File: config.mk
export PLATFORM = sky130hd
export DESIGN_NAME = hvfc_face_seq
export DESIGN_NICKNAME = d
export VERILOG_FILES = /design/src/rtl/hvfc_pkg.sv /design/src/rtl/hvfc_face_seq.sv
export SDC_FILE = /design/constraint.sdc
export NUM_CORES = 1
export LEC_CHECK = 0
export BUFFER_PORTS_ARGS = -buffer_cell sky130_fd_sc_hd__buf_2
export CORE_MARGIN = 2
export CORE_UTILIZATION = 40
export CTS_CLUSTER_SIZE = 8
export DETAILED_ROUTE_END_ITERATION = 12
export PLACE_DENSITY_LB_ADDON = 0.25
export SLEW_MARGIN = 0
export SYNTH_ARGS = -nofsm -noshare
export SYNTH_HDL_FRONTEND = slang
export SYNTH_SLANG_ARGS = --single-unit
File: constraint.sdc
create_clock -name clock -period 4.9 [get_ports clock]
set_input_delay 0.245 -clock clock [delete_from_list [all_inputs] [get_ports clock]]
set_output_delay 0.245 -clock clock [all_outputs]
set_load 0.005 [all_outputs]
File: src/rtl/hvfc_pkg.sv
// ----------------------------------------------------------------------------
// hvfc_pkg
// shared types, constants and helpers of the heightmap voxel face culler
// ----------------------------------------------------------------------------
package hvfc_pkg;

   localparam int MAX_SIDE_DEF   = 32;
   localparam int MAX_HEIGHT_DEF = 64;

   // compare width for sizes, heights and levels (covers values up to 511)
   localparam int CMP_W = 9;

   localparam logic [5:0]  SIZE_RESET   = 6'd32;
   localparam logic [15:0] ORIGIN_RESET = 16'd0;

   // configuration register indexes
   localparam logic [1:0] CSR_SIZE_X   = 2'd0;
   localparam logic [1:0] CSR_SIZE_Z   = 2'd1;
   localparam logic [1:0] CSR_ORIGIN_X = 2'd2;
   localparam logic [1:0] CSR_ORIGIN_Z = 2'd3;

   // request operations
   localparam logic OP_WRITE = 1'b0;
   localparam logic OP_QUERY = 1'b1;

   // face codes, also bit positions of the visibility mask
   localparam logic [2:0] FACE_POS_X = 3'd0;
   localparam logic [2:0] FACE_NEG_X = 3'd1;
   localparam logic [2:0] FACE_POS_Y = 3'd2;
   localparam logic [2:0] FACE_NEG_Y = 3'd3;
   localparam logic [2:0] FACE_POS_Z = 3'd4;
   localparam logic [2:0] FACE_NEG_Z = 3'd5;
   localparam int         NUM_FACES  = 6;

   localparam logic [2:0] LAYER_TOP   = 3'd6;
   localparam logic [5:0] LAYER_LIMIT = 6'd18;   // 3 * LAYER_TOP

   typedef struct packed {
      logic [5:0]  size_x;
      logic [5:0]  size_z;
      logic [15:0] origin_x;
      logic [15:0] origin_z;
   } cfg_type;

   // min(y / 3, 6); y / 3 as (y * 43) >> 7, exact for y below 64
   function automatic logic [2:0] layer_of(input logic [5:0] y);
      logic [11:0] prod;
      prod = 12'(y) * 12'd43;
      if (y >= LAYER_LIMIT) begin
         return LAYER_TOP;
      end
      return prod[9:7];
   endfunction

endpackage

File: src/rtl/hvfc_face_seq.sv
// ----------------------------------------------------------------------------
// hvfc_face_seq
// sequencer: clears the store, applies writes, reads a voxel's column and
// its four neighbors, then hands out the visible faces one per transfer
// ----------------------------------------------------------------------------
module hvfc_face_seq #(
   parameter int MAX_SIDE   = hvfc_pkg::MAX_SIDE_DEF,
   parameter int MAX_HEIGHT = hvfc_pkg::MAX_HEIGHT_DEF,
   parameter int ADDR_W     = $clog2(MAX_SIDE * MAX_SIDE),
   parameter int H_W        = $clog2(MAX_HEIGHT + 1)
) (
   input  logic                   clock,
   input  logic                   reset,
   input  hvfc_pkg::cfg_type      cfg,
   input  logic                   req_valid,
   output logic                   req_stall,
   input  logic                   req_operation,
   input  logic [4:0]             req_cell_x,
   input  logic [4:0]             req_cell_z,
   input  logic [5:0]             req_level_y,
   input  logic [6:0]             req_height_value,
   output logic                   rsp_valid,
   input  logic                   rsp_stall,
   output logic signed [16:0]     rsp_world_x,
   output logic [5:0]             rsp_level_out,
   output logic signed [16:0]     rsp_world_z,
   output logic [2:0]             rsp_face,
   output logic [2:0]             rsp_color_layer,
   output logic                   rsp_last,
   output logic                   ram_wr_en,
   output logic [ADDR_W-1:0]      ram_wr_addr,
   output logic [H_W-1:0]         ram_wr_data,
   output logic [ADDR_W-1:0]      ram_rd_addr,
   input  logic [H_W-1:0]         ram_rd_data
);

   localparam int W = hvfc_pkg::CMP_W;
   localparam int DEPTH = MAX_SIDE * MAX_SIDE;
   localparam logic [ADDR_W-1:0] LAST_ADDR = ADDR_W'(DEPTH - 1);
   localparam logic [W-1:0] SIDE_CAP = W'(MAX_SIDE);
   localparam logic [W-1:0] HEIGHT_CAP = W'(MAX_HEIGHT);

   typedef enum logic [1:0] {
      ST_CLEAR,
      ST_IDLE,
      ST_READ,
      ST_EMIT
   } state_type;

   state_type   state_ff;
   logic [ADDR_W-1:0] clr_ff;
   logic [2:0]  cnt_ff;
   logic [4:0]  x_ff;
   logic [4:0]  z_ff;
   logic [5:0]  y_ff;
   logic [H_W-1:0] h_ff;
   logic        inside_ff;
   logic [hvfc_pkg::NUM_FACES-1:0] vis_ff;

   logic               rsp_valid_ff;
   logic               rsp_valid_in;
   logic signed [16:0] rsp_world_x_ff;
   logic [5:0]         rsp_level_out_ff;
   logic signed [16:0] rsp_world_z_ff;
   logic [2:0]         rsp_face_ff;
   logic [2:0]         rsp_color_layer_ff;
   logic               rsp_last_ff;

   logic [W-1:0] size_x_eff;
   logic [W-1:0] size_z_eff;
   logic         req_accept;
   logic         req_in_range;
   logic [W-1:0] hv_sat;
   logic [W-1:0] y_ext;
   logic [W-1:0] rd_ext;
   logic         y_below_rd;
   logic [hvfc_pkg::NUM_FACES-1:0] final_mask;
   logic [2:0]   pick;
   logic [hvfc_pkg::NUM_FACES-1:0] rest_mask;
   logic         out_free;
   logic [16:0]  world_x;
   logic [16:0]  world_z;

   // linear entry index x + z * MAX_SIDE, wraps harmlessly for outside neighbors
   function automatic logic [ADDR_W-1:0] addr_of(input logic [W-1:0] x,
                                                  input logic [W-1:0] z);
      logic [2*W-1:0] a;
      a = (2*W)'(z) * (2*W)'(MAX_SIDE) + (2*W)'(x);
      return a[ADDR_W-1:0];
   endfunction

   assign size_x_eff = (W'(cfg.size_x) > SIDE_CAP) ? SIDE_CAP : W'(cfg.size_x);
   assign size_z_eff = (W'(cfg.size_z) > SIDE_CAP) ? SIDE_CAP : W'(cfg.size_z);

   assign req_stall    = (state_ff != ST_IDLE);
   assign req_accept   = req_valid && !req_stall;
   assign req_in_range = (W'(req_cell_x) < size_x_eff) && (W'(req_cell_z) < size_z_eff);
   assign hv_sat = (W'(req_height_value) > HEIGHT_CAP) ? HEIGHT_CAP : W'(req_height_value);

   assign y_ext      = W'(y_ff);
   assign rd_ext     = W'(ram_rd_data);
   assign y_below_rd = (y_ext < rd_ext);

   // memory port control
   always_comb begin
      ram_wr_en   = 1'b0;
      ram_wr_addr = addr_of(W'(req_cell_x), W'(req_cell_z));
      ram_wr_data = hv_sat[H_W-1:0];
      ram_rd_addr = addr_of(W'(req_cell_x), W'(req_cell_z));
      unique case (state_ff)
         ST_CLEAR: begin
            ram_wr_en   = 1'b1;
            ram_wr_addr = clr_ff;
            ram_wr_data = H_W'(1);
         end
         ST_IDLE: begin
            ram_wr_en = req_accept && (req_operation == hvfc_pkg::OP_WRITE) && req_in_range;
         end
         ST_READ: begin
            // neighbor reads in face order +X, -X, +Z, -Z
            unique case (cnt_ff)
               3'd1:    ram_rd_addr = addr_of(W'(x_ff) + W'(1), W'(z_ff));
               3'd2:    ram_rd_addr = addr_of(W'(x_ff) - W'(1), W'(z_ff));
               3'd3:    ram_rd_addr = addr_of(W'(x_ff), W'(z_ff) + W'(1));
               3'd4:    ram_rd_addr = addr_of(W'(x_ff), W'(z_ff) - W'(1));
               default: ram_rd_addr = addr_of(W'(x_ff), W'(z_ff));
            endcase
         end
         ST_EMIT: begin
            ram_wr_en = 1'b0;
         end
         default: begin
            ram_wr_en = 1'b0;
         end
      endcase
   end

   // mask once the last neighbor height arrives
   always_comb begin
      final_mask = vis_ff;
      final_mask[hvfc_pkg::FACE_NEG_Z] = !((z_ff != 5'd0) && y_below_rd);
      final_mask[hvfc_pkg::FACE_POS_Y] = !((y_ext + W'(1)) < W'(h_ff));
      final_mask[hvfc_pkg::FACE_NEG_Y] = (y_ff == 6'd0);
      if (!inside_ff) begin
         final_mask = '0;
      end
   end

   // lowest pending face goes out first
   always_comb begin
      pick = hvfc_pkg::FACE_POS_X;
      for (int i = hvfc_pkg::NUM_FACES - 1; i >= 0; i--) begin
         if (vis_ff[i]) begin
            pick = 3'(i);
         end
      end
      rest_mask = vis_ff;
      rest_mask[pick] = 1'b0;
   end

   assign out_free = !rsp_valid_ff || !rsp_stall;
   assign world_x  = {cfg.origin_x[15], cfg.origin_x} + {12'd0, x_ff};
   assign world_z  = {cfg.origin_z[15], cfg.origin_z} + {12'd0, z_ff};

   // output register loads a face or holds a stalled one
   assign rsp_valid_in = ((state_ff == ST_EMIT) && out_free) || (rsp_valid_ff && rsp_stall);

   always_ff @(posedge clock) begin
      if (reset) begin
         state_ff     <= ST_CLEAR;
         clr_ff       <= '0;
         cnt_ff       <= 3'd0;
         rsp_valid_ff <= 1'b0;
      end else begin
         rsp_valid_ff <= rsp_valid_in;
         unique case (state_ff)
            ST_CLEAR: begin
               clr_ff <= clr_ff + ADDR_W'(1);
               if (clr_ff == LAST_ADDR) begin
                  state_ff <= ST_IDLE;
               end
            end
            ST_IDLE: begin
               if (req_accept && (req_operation == hvfc_pkg::OP_QUERY) && req_in_range) begin
                  x_ff     <= req_cell_x;
                  z_ff     <= req_cell_z;
                  y_ff     <= req_level_y;
                  cnt_ff   <= 3'd1;
                  state_ff <= ST_READ;
               end
            end
            ST_READ: begin
               cnt_ff <= cnt_ff + 3'd1;
               // data of the read issued in the cycle before
               unique case (cnt_ff)
                  3'd1: begin
                     h_ff      <= ram_rd_data;
                     inside_ff <= y_below_rd;
                  end
                  3'd2: begin
                     vis_ff[hvfc_pkg::FACE_POS_X] <=
                        !(((W'(x_ff) + W'(1)) < size_x_eff) && y_below_rd);
                  end
                  3'd3: begin
                     vis_ff[hvfc_pkg::FACE_NEG_X] <= !((x_ff != 5'd0) && y_below_rd);
                  end
                  3'd4: begin
                     vis_ff[hvfc_pkg::FACE_POS_Z] <=
                        !(((W'(z_ff) + W'(1)) < size_z_eff) && y_below_rd);
                  end
                  default: begin
                     vis_ff <= final_mask;
                     state_ff <= (final_mask == '0) ? ST_IDLE : ST_EMIT;
                  end
               endcase
            end
            ST_EMIT: begin
               if (out_free) begin
                  rsp_world_x_ff     <= world_x;
                  rsp_world_z_ff     <= world_z;
                  rsp_level_out_ff   <= y_ff;
                  rsp_face_ff        <= pick;
                  rsp_color_layer_ff <= hvfc_pkg::layer_of(y_ff);
                  rsp_last_ff        <= (rest_mask == '0);
                  vis_ff             <= rest_mask;
                  if (rest_mask == '0) begin
                     state_ff <= ST_IDLE;
                  end
               end
            end
            default: begin
               state_ff <= ST_IDLE;
            end
         endcase
      end
   end

   assign rsp_valid       = rsp_valid_ff;
   assign rsp_world_x     = rsp_world_x_ff;
   assign rsp_level_out   = rsp_level_out_ff;
   assign rsp_world_z     = rsp_world_z_ff;
   assign rsp_face        = rsp_face_ff;
   assign rsp_color_layer = rsp_color_layer_ff;
   assign rsp_last        = rsp_last_ff;

endmodule

==> results by group <==
Detailed routing
  – DRC viols: 0
  – DRT Wirelength: approximately 15000 µm
  – Routed WL per cell: approximately 15 µm
  – Drt via density: roughly 5.0
  – Drt pass-1 iters: 4
  – Antenna Violating Nets Remaining: 0
  – Vias: 5177
  – Drt first-iter violations: between 300 and 400

Logic synthesis
  – Syn. warnings: 0
  – Syn nets: between 800 and 900
  – Ys flop type: edfxtp_1
  – Mapped Cells: about 660
  – Synth cell types: 66
  – EDFF count, synth: a little under 80
  – Syn_area_per_cell: around 10 µm²
  – Number of synthesized register bits: 93
  – Register area share after synthesis: 40.0%
  – Synthesized area: between 6000 and 7000 µm²
  – Async SR Flop Fraction: 0%

Final layout
  – Synthesis-to-layout area growth: 19.2%
  – Sequential cell area: about 2600 µm²
  – Footprint of the multi-input gates: 3610 µm²
  – Final net count: approximately 980
  – Layout cells sized above 1: 23.5%
  – ANT cells: 0
  – Filler cells: about 1500

Timing
  – Final Hold Fails: 0
  – Hold slack: 0.0755 ns
  – Fmax: approximately 260 MHz
  – Final setup viols: 0
  – RSZ-0062 raised after global routing: false
  – Clk_skew: roughly 0.0052 ns
  – Slew margin rel.: between 20% and 30%
  – Crit share post-route: slightly below 80%
  – Setup TNS: 0 ns
  – Slew @ Worst Pin: 1.06 ns
  – Final slew viol count: 0
  – Tmin final: approximately 3.8 ns

Pwr
  – Power per cell area: 210 nW/µm²
  – Pleak: 3.40 nW
  – Max rail drop VDD: 0.155 mV

Floorplan
  – Chip Height: 132 µm
  – Die Area: about 17000 µm²
  – Rows: 46
  – Core region area: about 16000 µm²
  – Starting density of the core: 41.1%
  – Die Width: between 100 and 150 µm
  – Num ports: 156

Global routing
  – Global-route usage over all layers: 17.6%
  – Initial antenna violation count: 0
  – Grt total ovfl: 0
  – First-pass GRT wire length: 24700 µm
  – Number of global-route vias before repair: a little under 5000
  – Pin count of the biggest net entering global routing: 48

Place
  – Placer Congestion: approximately 0.84
  – Buffers on Ports: approximately 160
  – Post-DP HPWL: approximately 12000 µm

Clock tree
  – Maximum clock path buffer count: 2
  – Resized cells post-CTS: 0
  – CTS tree: yes
  – CTS H-tree lvls: 3
  – Postcts setup bufs: 0
  – Hold-fix buffers, CTS: 0
  – Clk_lat worst skew: 0.34 ns
  – Total CTS buffers: 9
  – Clk slew on worst S/H paths: around 0.070 ns
  – Root Buffer: clkbuf_16
  – Clock sink total: 93

Worst setup path
  – Crit start category: flop
  – Setup crit end kind: output port
  – Crit path kind: reg2out
  – Worst stage delay on the critical path: 0.39 ns
  – Critical path cell sequence: inv_1, ha_1, nand2b_1, nor4_1, a22oi_1, nand2_1, ha_1, fa_1, inv_1, a21o_1, a21oi_1, xnor3_1, a221oi_1, a211oi_1, buf_2
  – WP data arrival: around 3.6 ns
  – CP top delay family: compound AO/OA/AOI/OAI gates
  – Critical Path Fanout Max: 8
  – Max stage delay cell, worst path: nor4_1
  – CP required: roughly 4.7 ns
  – Worst Path Buf+Inv: 3

Flow run
  – Max Cap Viol: 0

Status
  – Status: finished, final reports clean

Worst hold path
  – Worst Hold Class: in2reg
==> power by group <==
| part | leakage [nW] | total [W] | internal, W | switching (W) |
|---|---|---|---|---|
| registers | 0.823 | 0.000858 | 0.000855 | 0.00000258 |
| logic | 2.45 | 0.000138 | 0.0000650 | 0.0000733 |
| clock network | 0.130 | 0.000650 | 0.000344 | 0.000307 |
==> state kept, by name, indices dropped and copies added, names as in the netlist <==
signal and cells:
y_ff 6, clr_ff 10, rsp_world_x 17, rsp_valid 1, rsp_last 1, x_ff 5
vis_ff 6, cnt_ff 3, rsp_color_layer 3, inside_ff 1, rsp_level_out 6, rsp_world_z 17
h_ff 7, z_ff 5, state_ff 2, rsp_face 3
==> layer usage <==
metal,routed length (µm),track usage (%),share of wire (%),vias to the layer above
li1,-,-,-,2646
met1,7510,25.0,49,2356
met2,6540,27.4,42,164
met3,1230,3.61,7.9,11
met4,180,4.84,1.2,0
met5,0,0,0,-
==> synthesized netlist by cell type, types with 3 or more instances <==
| library cell | instances | area [µm²] |
|---|---|---|
| ha_1 | 85 | 1060 |
| edfxtp_1 | 77 | 2310 |
| inv_1 | 73 | 274 |
| nand2_1 | 56 | 210 |
| nor2_1 | 43 | 161 |
| a21oi_1 | 42 | 210 |
| xnor2_1 | 37 | 324 |
| o21ai_0 | 26 | 130 |
| nand3_1 | 20 | 100 |
| xor2_1 | 18 | 158 |
| clkbuf_1 | 16 | 60.1 |
| dfxtp_1 | 16 | 320 |
| nor3_1 | 13 | 65.1 |
| nand4_1 | 11 | 68.8 |
| mux2_2 | 10 | 113 |
| a21o_1 | 9 | 67.6 |
| and2_1 | 7 | 43.8 |
| fa_1 | 7 | 140 |
| nor2b_1 | 7 | 43.8 |
| o211ai_1 | 6 | 45.0 |
| a221oi_1 | 5 | 43.8 |
| a211oi_1 | 4 | 30.0 |
| nand2b_1 | 4 | 25.0 |
| nor4_1 | 4 | 25.0 |
| buf_2 | 3 | 15.0 |
| o21bai_1 | 3 | 22.5 |
| o22ai_1 | 3 | 18.8 |
==> worst register-to-register path, stage by stage (launching register included) <==
cell and delay [ns]:
edfxtp_1 0.53, ha_1 0.34, inv_1 0.05, fa_1 0.48, fa_1 0.54, inv_1 0.04
ha_1 0.26, nor2_1 0.04, a211oi_1 0.32, a21o_1 0.20, a21oi_1 0.08, xnor2_1 0.15
nand2_1 0.06
==> cell type report <==
| class | count | share of cell area, % |
|---|---|---|
| clock inverters | 6 | 0.494 |
| well taps | 216 | 3.44 |
| clock buffers | 10 | 2.92 |
| inverters | 73 | 3.49 |
| multi-input cells | 473 | 46.0 |
| repair buffers | 157 | 10.1 |
| flip-flops and latches | 93 | 33.5 |
==> cell families (layout without fill, tap and decap cells) <==
| kind of cell | Yosys count | in the layout | synth area share [%] |
|---|---|---|---|
| AOI/OAI and AO/OA | 127 | 127 | 12.6 |
| adders and majority gates | 93 | 93 | 18.4 |
| and+or+nand+nor | 185 | 185 | 14.0 |
| xor gates and xnor gates | 56 | 56 | 7.66 |
| buffers and inverters | 92 | 246 | 5.30 |
| DFF | 93 | 93 | 40.0 |
| muxes | 12 | 12 | 2.01 |
==> metrics by stage <==
step,instance area [µm²],utilization [%],power [W],std cells,worst slack [ns]
CTS,7850,49.1,0.00167,1028,1.09
floorplan,6580,-,0.000944,658,0.223
global placement,7580,47.4,0.00101,1012,1.56
detailed placement,7580,47.4,0.00101,1012,1.47
global route,7850,49.1,0.00171,1028,0.714
finish,7850,49.1,0.00165,1028,1.07
==> path summary, 6_finish.rpt <==
path | start | to | slack, ns | cells after the start
worst max-delay path | cnt_ff[0] | ram_rd_addr[9] | 1.07 | 15
worst min-delay path | req_level_y[0] | y_ff[0] | 0.08 | 1
worst max register to register | y_ff[3] | rsp_color_layer[2] | 1.53 | 12
worst min register to register | state_ff[0] | state_ff[0] | 0.53 | 2
==> placed cells by master, fill, tap and decap left out, types with 5 or more instances in the layout <==
cell type  netlist  routed
nor3_1          13      13
ha_1            85      85
and2_1           7       7
inv_1           73      73
nand2_1         56      56
buf_2            3     155
clkbuf_16        0       9
a21o_1           9       9
nand4_1         11      11
nor2b_1          7       7
a221oi_1         5       5
nor2_1          43      43
a21oi_1         42      42
o21ai_0         26      26
xnor2_1         37      37
fa_1             7       7
o211ai_1         6       6
mux2_2          10      10
xor2_1          18      18
dfxtp_1         16      16
edfxtp_1        77      77
nand3_1         20      20
(Power assumes the default switching activity.)
